## src/design/sab_pkg.sv

```systemverilog
// Package for the suffix automaton builder: sizes, commands and controller types.
// Used by the controller, datapath and core of the block and by the testbench; depends on nothing.
package sab_pkg;
   localparam int Alphabet = 37;
   localparam int MaxNodes = 4096;
   localparam int NodeW = $clog2(MaxNodes);
   localparam int CountW = NodeW + 1;
   localparam int SymW = 6;
   localparam int SymSlots = 64;
   localparam int TransDepth = MaxNodes * SymSlots;
   localparam int TransAw = $clog2(TransDepth);
   localparam logic [CountW-1:0] NoneLink = '1;

   localparam logic [1:0] CMD_APPEND = 2'd0;
   localparam logic [1:0] CMD_READ = 2'd1;
   localparam logic [1:0] CMD_CLEAR = 2'd2;

   typedef enum logic [15:0] {
      ST_IDLE    = 16'h0001,
      ST_INIT    = 16'h0002,
      ST_NEWRD   = 16'h0004,
      ST_NEWWR   = 16'h0008,
      ST_W1RD    = 16'h0010,
      ST_W1CHK   = 16'h0020,
      ST_QRD     = 16'h0040,
      ST_QCHK    = 16'h0080,
      ST_CPRD    = 16'h0100,
      ST_CPWR    = 16'h0200,
      ST_W2RD    = 16'h0400,
      ST_W2CHK   = 16'h0800,
      ST_FINISH  = 16'h1000,
      ST_RPTRD   = 16'h2000,
      ST_RPTWAIT = 16'h4000,
      ST_RESULT  = 16'h8000
   } state_type;

   // commands from controller to datapath
   typedef struct packed {
      logic latch_req;
      logic init_row;     // write -1 at cur row (or root), slot sweep
      logic root_row;     // row sweep targets the root instead of cur
      logic sweep_clr;    // clear sweep counter
      logic sweep_inc;
      logic rd_last;      // read lengths/link of last
      logic make_cur;     // write len/link of new node, count++
      logic rd_p;         // read trans[p][c], len[p], link[p]
      logic wr_p_cur;     // trans[p][c]=cur; p=link[p]
      logic rd_q;         // read len[q], link[q]
      logic link_cur_zero;
      logic link_cur_q;
      logic make_clone;   // len/link of clone, count++
      logic rd_q_slot;    // read trans[q][sweep]
      logic wr_cl_slot;   // trans[cl][sweep]=data
      logic wr_p_cl;      // trans[p][c]=cl; p=link[p]
      logic finish_clone; // link[q]=cl; link[cur]=cl follows in set_last
      logic set_last;
      logic clear_all;
      logic rd_report;
      logic cap_q;        // q=trans[p][c], plen=len[p]
      logic out_load;
   } cmd_type;

   typedef struct packed {
      logic [1:0] cmd;
      logic sym_ok;
      logic full;
      logic p_live;
      logic p_none;      // trans[p][c]==-1
      logic p_is_q;      // trans[p][c]==q
      logic q_live;
      logic solid;       // len[p]+1==len[q]
      logic sweep_last;
      logic init_last;
      logic boot;        // root sweep after reset, no result owed
      logic out_busy;
   } stat_type;
endpackage

```

## src/design/sab_controller.sv

```systemverilog
// Controller state machine of the suffix automaton builder.
// Depends on sab_pkg.
module sab_controller (
   input  logic clock,
   input  logic reset,
   input  logic req_valid,
   output logic req_ready,
   input  sab_pkg::stat_type stat_i,
   output sab_pkg::cmd_type cmd_o
);
   import sab_pkg::*;

   state_type state_ff, state_in;

   always_comb begin
      state_in = state_ff;
      cmd_o = '0;
      req_ready = 1'b0;
      case (state_ff)
         ST_INIT: begin
            // write the root's row, one slot a cycle
            cmd_o.init_row = 1'b1;
            cmd_o.root_row = 1'b1;
            cmd_o.sweep_inc = 1'b1;
            if (stat_i.init_last) begin
               cmd_o.clear_all = 1'b1;
               state_in = stat_i.boot ? ST_IDLE : ST_RESULT;
            end
         end
         ST_IDLE: begin
            req_ready = 1'b1;
            if (req_valid) begin
               cmd_o.latch_req = 1'b1;
               cmd_o.sweep_clr = 1'b1;
               state_in = ST_RPTRD;
            end
         end
         ST_RPTRD: begin
            state_in = ST_RPTRD;
            if (stat_i.cmd == CMD_CLEAR) begin
               cmd_o.sweep_clr = 1'b1;
               state_in = ST_INIT;
            end else if (stat_i.cmd == CMD_APPEND && stat_i.sym_ok && !stat_i.full) begin
               state_in = ST_NEWWR;
            end else begin
               cmd_o.rd_report = 1'b1;
               state_in = ST_RPTWAIT;
            end
         end
         ST_NEWWR: begin
            // clear new row
            cmd_o.init_row = 1'b1;
            cmd_o.sweep_inc = 1'b1;
            cmd_o.rd_last = 1'b1;
            if (stat_i.sweep_last) state_in = ST_NEWRD;
         end
         ST_NEWRD: begin
            cmd_o.make_cur = 1'b1;
            state_in = ST_W1RD;
         end
         ST_W1RD: begin
            cmd_o.rd_p = 1'b1;
            state_in = ST_W1CHK;
         end
         ST_W1CHK: begin
            if (stat_i.p_live && stat_i.p_none) begin
               cmd_o.wr_p_cur = 1'b1;
               state_in = ST_W1RD;
            end else if (!stat_i.p_live || !stat_i.q_live) begin
               cmd_o.link_cur_zero = 1'b1;
               state_in = ST_FINISH;
            end else begin
               cmd_o.cap_q = 1'b1;
               state_in = ST_QRD;
            end
         end
         ST_QRD: begin
            cmd_o.rd_q = 1'b1;
            state_in = ST_QCHK;
         end
         ST_QCHK: begin
            if (stat_i.solid) begin
               cmd_o.link_cur_q = 1'b1;
               state_in = ST_FINISH;
            end else begin
               cmd_o.make_clone = 1'b1;
               cmd_o.sweep_clr = 1'b1;
               state_in = ST_CPRD;
            end
         end
         ST_CPRD: begin
            cmd_o.rd_q_slot = 1'b1;
            state_in = ST_CPWR;
         end
         ST_CPWR: begin
            cmd_o.wr_cl_slot = 1'b1;
            cmd_o.sweep_inc = 1'b1;
            state_in = stat_i.sweep_last ? ST_W2RD : ST_CPRD;
         end
         ST_W2RD: begin
            cmd_o.rd_p = 1'b1;
            state_in = ST_W2CHK;
         end
         ST_W2CHK: begin
            if (stat_i.p_live && stat_i.p_is_q) begin
               cmd_o.wr_p_cl = 1'b1;
               state_in = ST_W2RD;
            end else begin
               cmd_o.finish_clone = 1'b1;
               state_in = ST_FINISH;
            end
         end
         ST_FINISH: begin
            cmd_o.set_last = 1'b1;
            state_in = ST_RESULT;
         end
         ST_RESULT: begin
            cmd_o.rd_report = 1'b1;
            state_in = ST_RPTWAIT;
         end
         ST_RPTWAIT: begin
            // keep the report addresses steady while the result register is taken
            cmd_o.rd_report = 1'b1;
            if (!stat_i.out_busy) begin
               cmd_o.out_load = 1'b1;
               state_in = ST_IDLE;
            end
         end
         default: state_in = ST_IDLE;
      endcase
   end

   always_ff @(posedge clock) begin
      if (reset) state_ff <= ST_INIT;
      else state_ff <= state_in;
   end
endmodule

```

## config.mk

```make
export PLATFORM = sky130hd
export DESIGN_NAME = sab_controller
export DESIGN_NICKNAME = d
export VERILOG_FILES = /design/src/design/sab_pkg.sv /design/src/design/sab_controller.sv
export SDC_FILE = /design/constraint.sdc
export NUM_CORES = 1
export LEC_CHECK = 0
export BUFFER_PORTS_ARGS = -buffer_cell sky130_fd_sc_hd__clkbuf_2
export CAP_MARGIN = 20
export CORE_ASPECT_RATIO = 1.1
export CORE_UTILIZATION = 45
export CTS_CLUSTER_DIAMETER = 100
export DETAILED_ROUTE_END_ITERATION = 8
export GPL_TIMING_DRIVEN = 0
export PLACE_DENSITY = 0.75
export SLEW_MARGIN = 25
export SYNTH_ARGS = -nofsm -noshare
export SYNTH_HDL_FRONTEND = slang
export SYNTH_SLANG_ARGS = --single-unit
```

## constraint.sdc

```tcl
create_clock -name clock -period 1.7 [get_ports clock]
set_input_delay 0.34 -clock clock [delete_from_list [all_inputs] [get_ports clock]]
set_output_delay 0.34 -clock clock [all_outputs]
set_load 0.05 [all_outputs]
```

==> results.sh, run 1 <==
export IMPL_outcome="stopped before the end"
export IMPL_failing_step="global routing"
export IMPL_tool_error="[ERROR DPL-0038] Utilization greater than 100%, impossible to legalize"
export IMPL_ios=39
export IMPL_cts_made_buffers=3
export IMPL_yosys_warnings=0
export IMPL_yosysTopAreaCell="dfxtp_1"
export IMPL_dp_cells=213
export IMPL_postPlaceCellArea_sq_um=1565
export IMPL_synth_area_per_cell_sq_um=8.463
export IMPL_synth_seq_cells=16
export IMPL_num_rows=19
export IMPL_crit_endpoint="cmd_o[3]"
export IMPL_initial_core_util_pct=47.91
export IMPL_worstEndpointType="top-level output"
export IMPL_syn_area_sq_um=1219
export IMPL_ys_flop_type="dfxtp_1"
export IMPL_synth_nets=160
export IMPL_clkSinkCount=16
export IMPL_die_h_um=56.58
export IMPL_cts_max_level=1
export IMPL_fp_dieW_um=51.62
export IMPL_gp_congestion=0.8158
export IMPL_syn_inst=144
export IMPL_hpwl_um=2567
export IMPL_yosysTopAreaCellShare_pct=26.28
export IMPL_grt_max_degree=9
export IMPL_clk_path_buf_depth=2
export IMPL_ctsRootBufferMaster="clkbuf_4"
export IMPL_port_buffers=38
export IMPL_synth_edf_count=0
export IMPL_synth_distinct_cells=44
export IMPL_synth_area_top_cells="dfxtp_1 (26%), nor4_4 (8.7%), nor2_1 (8.6%)"
export IMPL_async_reset_ff_share_pct=0
export IMPL_ys_seq_area_share_pct=26.28
## synth_stat cells (all sizes together), types with 2 or more instances
master	count
buf	2
nor2	28
o21ai	3
nor3	7
nand4	2
a21oi	4
and2	7
nor3b	2
nand3	2
nor4b	6
nand2	11
nor4	10
and3	3
nand2b	8
or3	2
dfxtp	16
nand4b	5
inv	8
## per-stage QoR
step | worst slack, ns | hold WS [ns] | utilization, % | setup TNS, ns
CTS | -0.5731 | 0.2964 | 95.97 | -11.46
detailed placement | -0.5738 | 0.5581 | 61.53 | -10.96
global placement | -0.6048 | 0.5506 | 61.53 | -10.45
floorplan | -0.7216 | 0.4118 | - | -6.730
## kinds of logic after synthesis
family	after synthesis	synth area share, %
DFF	16	26.28
xor gates and xnor gates	2	1.438
buffers and inverters	10	3.696
and+or+nand+nor	97	54.83
AOI/OAI and AO/OA	19	13.76
## what timing repair did
| action | in CTS |
|---|---|
| hold buffers | 0 |
| gates resized for setup | 112 |
| pin swaps | 31 |
| endpoints found under the hold margin | 0 |
| endpoints found under the setup margin | 38 |
| buffers inserted | 39 |
==> inputs of run 2 (changes only) <==
--- a/config.mk
+++ b/config.mk
@@ -7,12 +7,11 @@
 export LEC_CHECK = 0
 export BUFFER_PORTS_ARGS = -buffer_cell sky130_fd_sc_hd__clkbuf_2
 export CAP_MARGIN = 20
-export CORE_ASPECT_RATIO = 1.1
-export CORE_UTILIZATION = 45
-export CTS_CLUSTER_DIAMETER = 100
+export CORE_AREA = 2 2 63 65
 export DETAILED_ROUTE_END_ITERATION = 8
+export DIE_AREA = 0 0 65 67
 export GPL_TIMING_DRIVEN = 0
-export PLACE_DENSITY = 0.75
+export PLACE_DENSITY_LB_ADDON = 0.15
 export SLEW_MARGIN = 25
 export SYNTH_ARGS = -nofsm -noshare
 export SYNTH_HDL_FRONTEND = slang
==> constraint.sdc (replaced) <==
create_clock -name clock -period 2.21 [get_ports clock]
set_input_delay 0.442 -clock clock [delete_from_list [all_inputs] [get_ports clock]]
set_output_delay 0.442 -clock clock [all_outputs]
set_load 0.05 [all_outputs]
==> run 2 against run 1 <==
- the flow now finishes, with violations (setup timing)
- area after synthesis unchanged
- synthesized cell count unchanged
==> results.sh, run 2 <==
export IMPL_vias=1351
export IMPL_crit_type="reg -> out"
export IMPL_rsz0062_at_grt="true"
export IMPL_pwr_share_comb_pct=52.3
export IMPL_synth_area_top_cells="dfxtp_1 (26%), nor4_4 (8.7%), nor2_1 (8.6%)"
export IMPL_synth_seq_cells=16
export IMPL_min_period_ns=2.341
export IMPL_nets=232
export IMPL_ctsHoldBuffers=0
export IMPL_grt_pass1_vias=1356
export IMPL_ctsRootBufferMaster="clkbuf_8"
export IMPL_final_common_cell="buf_4"
export IMPL_vdd_ir_drop_max_v=0.0002758
export IMPL_post_route_cell_area_sq_um=2132
export IMPL_cts_max_level=1
export IMPL_max_freq_ghz=0.4272
export IMPL_r2r_cells=9
export IMPL_hold_class="in -> reg"
export IMPL_synthTopCellsByCount="nor2_1 (28), dfxtp_1 (16), nand2_1 (9), inv_1 (8), nand2b_1 (8)"
export IMPL_required_ns=1.77
export IMPL_gr_usage_met2_pct=35.31
export IMPL_antenna_found_initial=0
export IMPL_postPlaceCellArea_sq_um=1514
export IMPL_synth_edf_count=0
export IMPL_ios=39
export IMPL_worstHoldEndpoint="state_ff[14]"
export IMPL_fp_dieW_um=65
export IMPL_layout_common_cells="buf_4 (27), nor2_1 (22), clkbuf_2 (16), clkbuf_8 (10)"
export IMPL_path_buf_inv=2
export IMPL_synth_most_common_cell="nor2_1"
export IMPL_tritoncts="yes"
export IMPL_use_met1_pct=24.00
export IMPL_outcome="finished, violations left"
export IMPL_worst_slew_pin_slew_ns=0.5585
export IMPL_setup_viol=11
export IMPL_cpPeakStageDelay_ns=0.36
export IMPL_dpl_worst_slack_ns=-0.2862
export IMPL_switching_share_pct=39.52
export IMPL_core_sq_um=3606
export IMPL_yosys_warnings=0
export IMPL_crit_path_end_kind="output pin"
export IMPL_p_int_mw=0.6867
export IMPL_fin_cells=262
export IMPL_globalRoute_totalOverflow=0
export IMPL_synth_area_per_cell_sq_um=8.463
export IMPL_cp_common_cell="nor4_4"
export IMPL_fin_skew_ns=0.003021
export IMPL_yosysTopAreaCellShare_pct=26.28
export IMPL_gp_congestion=0.7960
export IMPL_num_rows=22
export IMPL_grt_usage_pct=19.96
export IMPL_wl_um=4116
export IMPL_relSlewSlack_pct=62.48
export IMPL_met3_usage_pct=2.703
export IMPL_dp_cells=230
export IMPL_drc=0
export IMPL_syn_area_sq_um=1219
export IMPL_r2r_slack_ns=0.28
export IMPL_path_cells="nor4_4 -> buf_6 -> nand3_4 -> nor4_4 -> and2_4 -> clkbuf_16"
export IMPL_hpwl_um=2667
export IMPL_ys_seq_area_share_pct=26.28
export IMPL_cp_slowest_cell="dfxtp_4"
export IMPL_port_buffers=38
export IMPL_ys_flop_type="dfxtp_1"
export IMPL_cp_max_fo=6
export IMPL_worst_slack_ns=-0.1307
export IMPL_clockPowerShare_pct=20.5
export IMPL_routed_via_density=5.156
export IMPL_die_h_um=67
export IMPL_async_reset_ff_share_pct=0
export IMPL_busiest_layer="met2"
export IMPL_antenna_cells=0
export IMPL_switchingPower_mw=0.4487
export IMPL_leakage_nw=0.9051
export IMPL_clk_path_buf_depth=2
export IMPL_max_cap_viol_count=0
export IMPL_dieArea_sq_um=4355
export IMPL_cp_start_kind="register"
export IMPL_reg2reg_from="state_ff[12]"
export IMPL_crit_family="simple AND/OR/NAND/NOR gates"
export IMPL_largest_reg_flops=16
export IMPL_hold_path_startpoint="reset"
export IMPL_syn_inst=144
export IMPL_critPathArrivalTime_ns=1.90
export IMPL_violations="setup timing"
export IMPL_yosysTopAreaCell="dfxtp_1"
export IMPL_path_clk_slew_ns=0.07
export IMPL_wire_per_inst_um=15.71
export IMPL_drt_iter0_drc=51
export IMPL_initial_core_util_pct=33.80
export IMPL_dr_pass1_iters=4
export IMPL_area_delta_synth_final_pct=74.95
export IMPL_grt_max_degree=11
export IMPL_synth_nets=160
export IMPL_ant_nets=0
export IMPL_cts_made_buffers=3
export IMPL_power_density_nw_per_um2=532.6
export IMPL_holdWs_ns=0.4271
export IMPL_hold_viol=0
export IMPL_clkSinkCount=16
export IMPL_hold_depth=2
export IMPL_synth_distinct_cells=44
export IMPL_worstReg2RegEnd="state_ff[15]"
export IMPL_post_route_period_util_pct=105.9
export IMPL_seqPwrFrac_pct=27.2
export IMPL_grt_pass1_wl_um=6513
export IMPL_clk_latency_ns=0.26
export IMPL_largestRegisters="state_ff x16"
export IMPL_top_register="state_ff"
export IMPL_slew_viol_final=0
export IMPL_drive_above_1_share_pct=56.07
==> run 2: cell counts after synthesis <==
Identical to the previous run, type by type.
==> run 2: routing by layer <==
metal  vias up  part of all wire (%)
met5         -                     0
met3         6                   5.0
met2        39                    51
li1        669                     -
met4         0                   2.3
met1       637                    42
==> run 2: kinds of logic after synthesis <==
logic type	synth area share, %
flip-flops	26.28
AND/OR/NAND/NOR	54.83
AO/OA/AOI/OAI	13.76
XOR/XNOR	1.438
buffers and inverters	3.696
==> run 2: power groups by stage <==
stage / Combinational, mW / Sequential [mW] / Clock, mW
after floorplan: 0.309 / 0.317 / 0
after global placement: 0.391 / 0.319 / 0
after detailed placement: 0.397 / 0.320 / 0
after CTS: 0.542 / 0.310 / 0.228
after global routing: 0.631 / 0.311 / 0.247
final: 0.593 / 0.309 / 0.233
==> run 2: area by class of cell <==
type / count / area (sq um)
Clock buffer: 3 / 41.29
Timing Repair Buffer: 67 / 631.9
Multi-Input combinational cell: 118 / 1003
Fill cell: 321 / 1474
Sequential cell: 16 / 346.6
Buffer: 2 / 18.77
Tap cell: 48 / 60.06
Inverter: 8 / 30.03
==> run 2: worst max-delay path by stage <==
| stage | startpoint | end | slack, ns | cells after the start |
|---|---|---|---|---|
| 2_1_floorplan | state_ff[14] | cmd_o[18] | -0.32 | 5 |
| 3_3_place_gp | state_ff[0] | cmd_o[18] | -0.27 | 6 |
| 3_5_place_dp | state_ff[0] | cmd_o[18] | -0.29 | 6 |
| 4_1_cts | state_ff[12] | cmd_o[17] | -0.1 | 5 |
| 6_report | state_ff[12] | cmd_o[3] | -0.13 | 6 |
| 5_1_grt | state_ff[5] | cmd_o[18] | -0.20 | 7 |
==> run 2: repair_timing <==
item | 4_1_cts | 5_1_grt
gates resized for setup | 66 | 30
setup buffers | 20 | 9
endpoints found under the setup margin | 23 | 22
cloned | 0 | 0
pin swaps | 14 | 9
==> run 2: stage by stage <==
step / setup TNS [ns] / utilization, % / power (mW)
floorplan: -1.140 / - / 0.6259
global placement: -1.050 / 41.98 / 0.7102
detailed placement: -1.379 / 41.98 / 0.7163
CTS: -0.3948 / 55.10 / 1.080
global route: -2.147 / 59.13 / 1.189
finish: -0.8021 / 59.13 / 1.135
(Power assumes the default switching activity.)
==> inputs of run 3 (changes only) <==
--- a/config.mk
+++ b/config.mk
@@ -7,11 +7,12 @@
 export LEC_CHECK = 0
 export BUFFER_PORTS_ARGS = -buffer_cell sky130_fd_sc_hd__clkbuf_2
 export CAP_MARGIN = 20
-export CORE_AREA = 2 2 63 65
+export CORE_AREA = 10 10 71 73
 export DETAILED_ROUTE_END_ITERATION = 8
-export DIE_AREA = 0 0 65 67
+export DIE_AREA = 0 0 81 83
 export GPL_TIMING_DRIVEN = 0
 export PLACE_DENSITY_LB_ADDON = 0.15
+export SETUP_SLACK_MARGIN = 0.15
 export SLEW_MARGIN = 25
 export SYNTH_ARGS = -nofsm -noshare
 export SYNTH_HDL_FRONTEND = slang
==> run 3 against run 2 <==
- the run still ends with setup timing left
- die area increased by 54%
- clock skew down 0.0022 ns
- setup slack got worse by 0.050 ns
- routed wire length is 28% higher
- sequential share of layout area shrank 2.9 points
- total power grew 9.0%
- clock power rose by 17%
- global-route usage down 5.5 points
- cell area increased by 24%
- critical path type unchanged
- largest cell class unchanged
- largest power group unchanged
==> results.sh, run 3 (synthesis results as in run 2) <==
export IMPL_clk_latency_ns=0.26
export IMPL_pwr_share_comb_pct=53.1
export IMPL_cp_start_kind="register"
export IMPL_wire_per_inst_um=18.14
export IMPL_num_rows=22
export IMPL_area_delta_synth_final_pct=116.5
export IMPL_max_cap_viol_count=0
export IMPL_hold_class="in -> reg"
export IMPL_ios=39
export IMPL_post_route_cell_area_sq_um=2639
export IMPL_outcome="finished, violations left"
export IMPL_cts_made_buffers=3
export IMPL_worst_slew_pin_slew_ns=0.4772
export IMPL_r2r_slack_ns=0.13
export IMPL_crit_type="reg -> out"
export IMPL_port_buffers=38
export IMPL_utilization_pct=72.62
export IMPL_cp_max_fo=4
export IMPL_rsz0062_at_grt="true"
export IMPL_hold_depth=3
export IMPL_reg2reg_from="state_ff[8]"
export IMPL_dr_pass1_iters=4
export IMPL_globalRoute_totalOverflow=0
export IMPL_fillers=257
export IMPL_seqPwrFrac_pct=24.9
export IMPL_final_common_cell="buf_4"
export IMPL_fin_skew_ns=0.0008675
export IMPL_leakage_nw=1.139
export IMPL_r2r_cells=12
export IMPL_setup_viol=15
export IMPL_grt_pass1_wl_um=7783
export IMPL_hold_viol=0
export IMPL_die_h_um=83
export IMPL_initial_core_util_pct=33.54
export IMPL_ant_nets=0
export IMPL_layout_common_cells="buf_4 (46), nor2_1 (18), clkbuf_2 (15), buf_8 (13), buf_6 (11)"
export IMPL_antenna_cells=0
export IMPL_switching_share_pct=39.06
export IMPL_hold_path_startpoint="stat_i[1]"
export IMPL_largestRegisters="state_ff x16"
export IMPL_nets=260
export IMPL_grt_max_degree=10
export IMPL_cts_max_level=1
export IMPL_core_sq_um=3633
export IMPL_vias=1510
export IMPL_min_period_ns=2.391
export IMPL_path_clk_slew_ns=0.07
export IMPL_relSlewSlack_pct=67.96
export IMPL_crit_path_end_kind="output pin"
export IMPL_fp_dieW_um=81
export IMPL_dieArea_sq_um=6723
export IMPL_post_route_period_util_pct=108.2
export IMPL_tritoncts="yes"
export IMPL_holdWs_ns=0.4342
export IMPL_ctsHoldBuffers=0
export IMPL_routed_via_density=5.189
export IMPL_required_ns=1.77
export IMPL_vdd_ir_drop_max_v=0.0002508
export IMPL_violations="setup timing"
export IMPL_grt_usage_pct=14.43
export IMPL_drc=0
export IMPL_wl_um=5278
export IMPL_max_freq_ghz=0.4182
export IMPL_drive_above_1_share_pct=68.72
export IMPL_gp_congestion=0.7715
export IMPL_top_register="state_ff"
export IMPL_worstHoldEndpoint="state_ff[0]"
export IMPL_critPathArrivalTime_ns=1.95
export IMPL_slew_viol_final=0
export IMPL_antenna_found_initial=0
export IMPL_drt_iter0_drc=80
export IMPL_power_density_nw_per_um2=469.2
export IMPL_clockPowerShare_pct=22.0
export IMPL_largest_reg_flops=16
export IMPL_p_int_mw=0.7544
export IMPL_grt_pass1_vias=1548
export IMPL_worst_slack_ns=-0.1811
export IMPL_hpwl_um=2958
export IMPL_clk_path_buf_depth=2
export IMPL_worstReg2RegEnd="state_ff[3]"
export IMPL_postPlaceCellArea_sq_um=1549
export IMPL_switchingPower_mw=0.4836
export IMPL_ctsRootBufferMaster="clkbuf_8"
export IMPL_clkSinkCount=16
==> run 3: final cells by class <==
cell class | instances | area [sq um] | share of cell area [%]
Sequential cell | 16 | 352.8 | 13.37
Multi-Input combinational cell | 118 | 1145 | 43.39
Inverter | 8 | 30.03 | 1.138
Buffer | 2 | 18.77 | 0.7112
Clock buffer | 4 | 55.05 | 2.086
Tap cell | 48 | 60.06 | 2.276
Timing Repair Buffer | 95 | 977.2 | 37.03
==> run 3: metrics by stage <==
| step | setup TNS, ns | worst slack, ns | cells | total power [mW] |
|---|---|---|---|---|
| floorplan | -0.7247 | -0.3140 | 144 | 0.6281 |
| CTS | -0.7232 | -0.1504 | 267 | 1.173 |
| finish | -1.109 | -0.1811 | 291 | 1.238 |
| detailed placement | -0.8298 | -0.2415 | 230 | 0.7193 |
| global placement | -0.8345 | -0.2331 | 230 | 0.7152 |
| global route | -2.315 | -0.2410 | 291 | 1.283 |
==> run 3: critical path, stage by stage (launching register included) <==
cell	delay [ns]
dfxtp_4	0.36
nor4_4	0.30
buf_4	0.19
nand2_8	0.07
nor4_4	0.40
or3_4	0.21
clkbuf_16	0.16
==> run 3: worst max path at each step <==
stage / startpoint / to / cells past startpoint
3_5_place_dp: state_ff[3] / cmd_o[18] / 5
4_1_cts: state_ff[0] / cmd_o[18] / 7
6_report: state_ff[12] / cmd_o[18] / 6
5_1_grt: state_ff[12] / cmd_o[17] / 5
2_1_floorplan: state_ff[14] / cmd_o[18] / 5
3_3_place_gp: state_ff[3] / cmd_o[18] / 5
==> run 3: repair_timing <==
action	4_1_cts	5_1_grt
setup buffers	33	24
pin swaps	23	16
resized for setup	99	37
setup endpoints to repair	23	34
==> run 3: per-layer routing <==
| layer | up-vias | global-route usage (%) | share of wire (%) |
|---|---|---|---|
| li1 | 728 | - | - |
| met1 | 725 | 16.51 | 41 |
| met3 | 7 | 4.526 | 7.2 |
| met2 | 50 | 24.35 | 50 |
| met5 | - | 0 | 0 |
| met4 | 0 | 4.695 | 1.7 |
==> run 3: power by group through the flow <==
stage	Clock [mW]	Combinational [mW]	Sequential, mW
global placement	0	0.396	0.319
finish	0.273	0.658	0.308
global route	0.278	0.696	0.310
detailed placement	0	0.399	0.320
floorplan	0	0.311	0.317
CTS	0.274	0.588	0.311
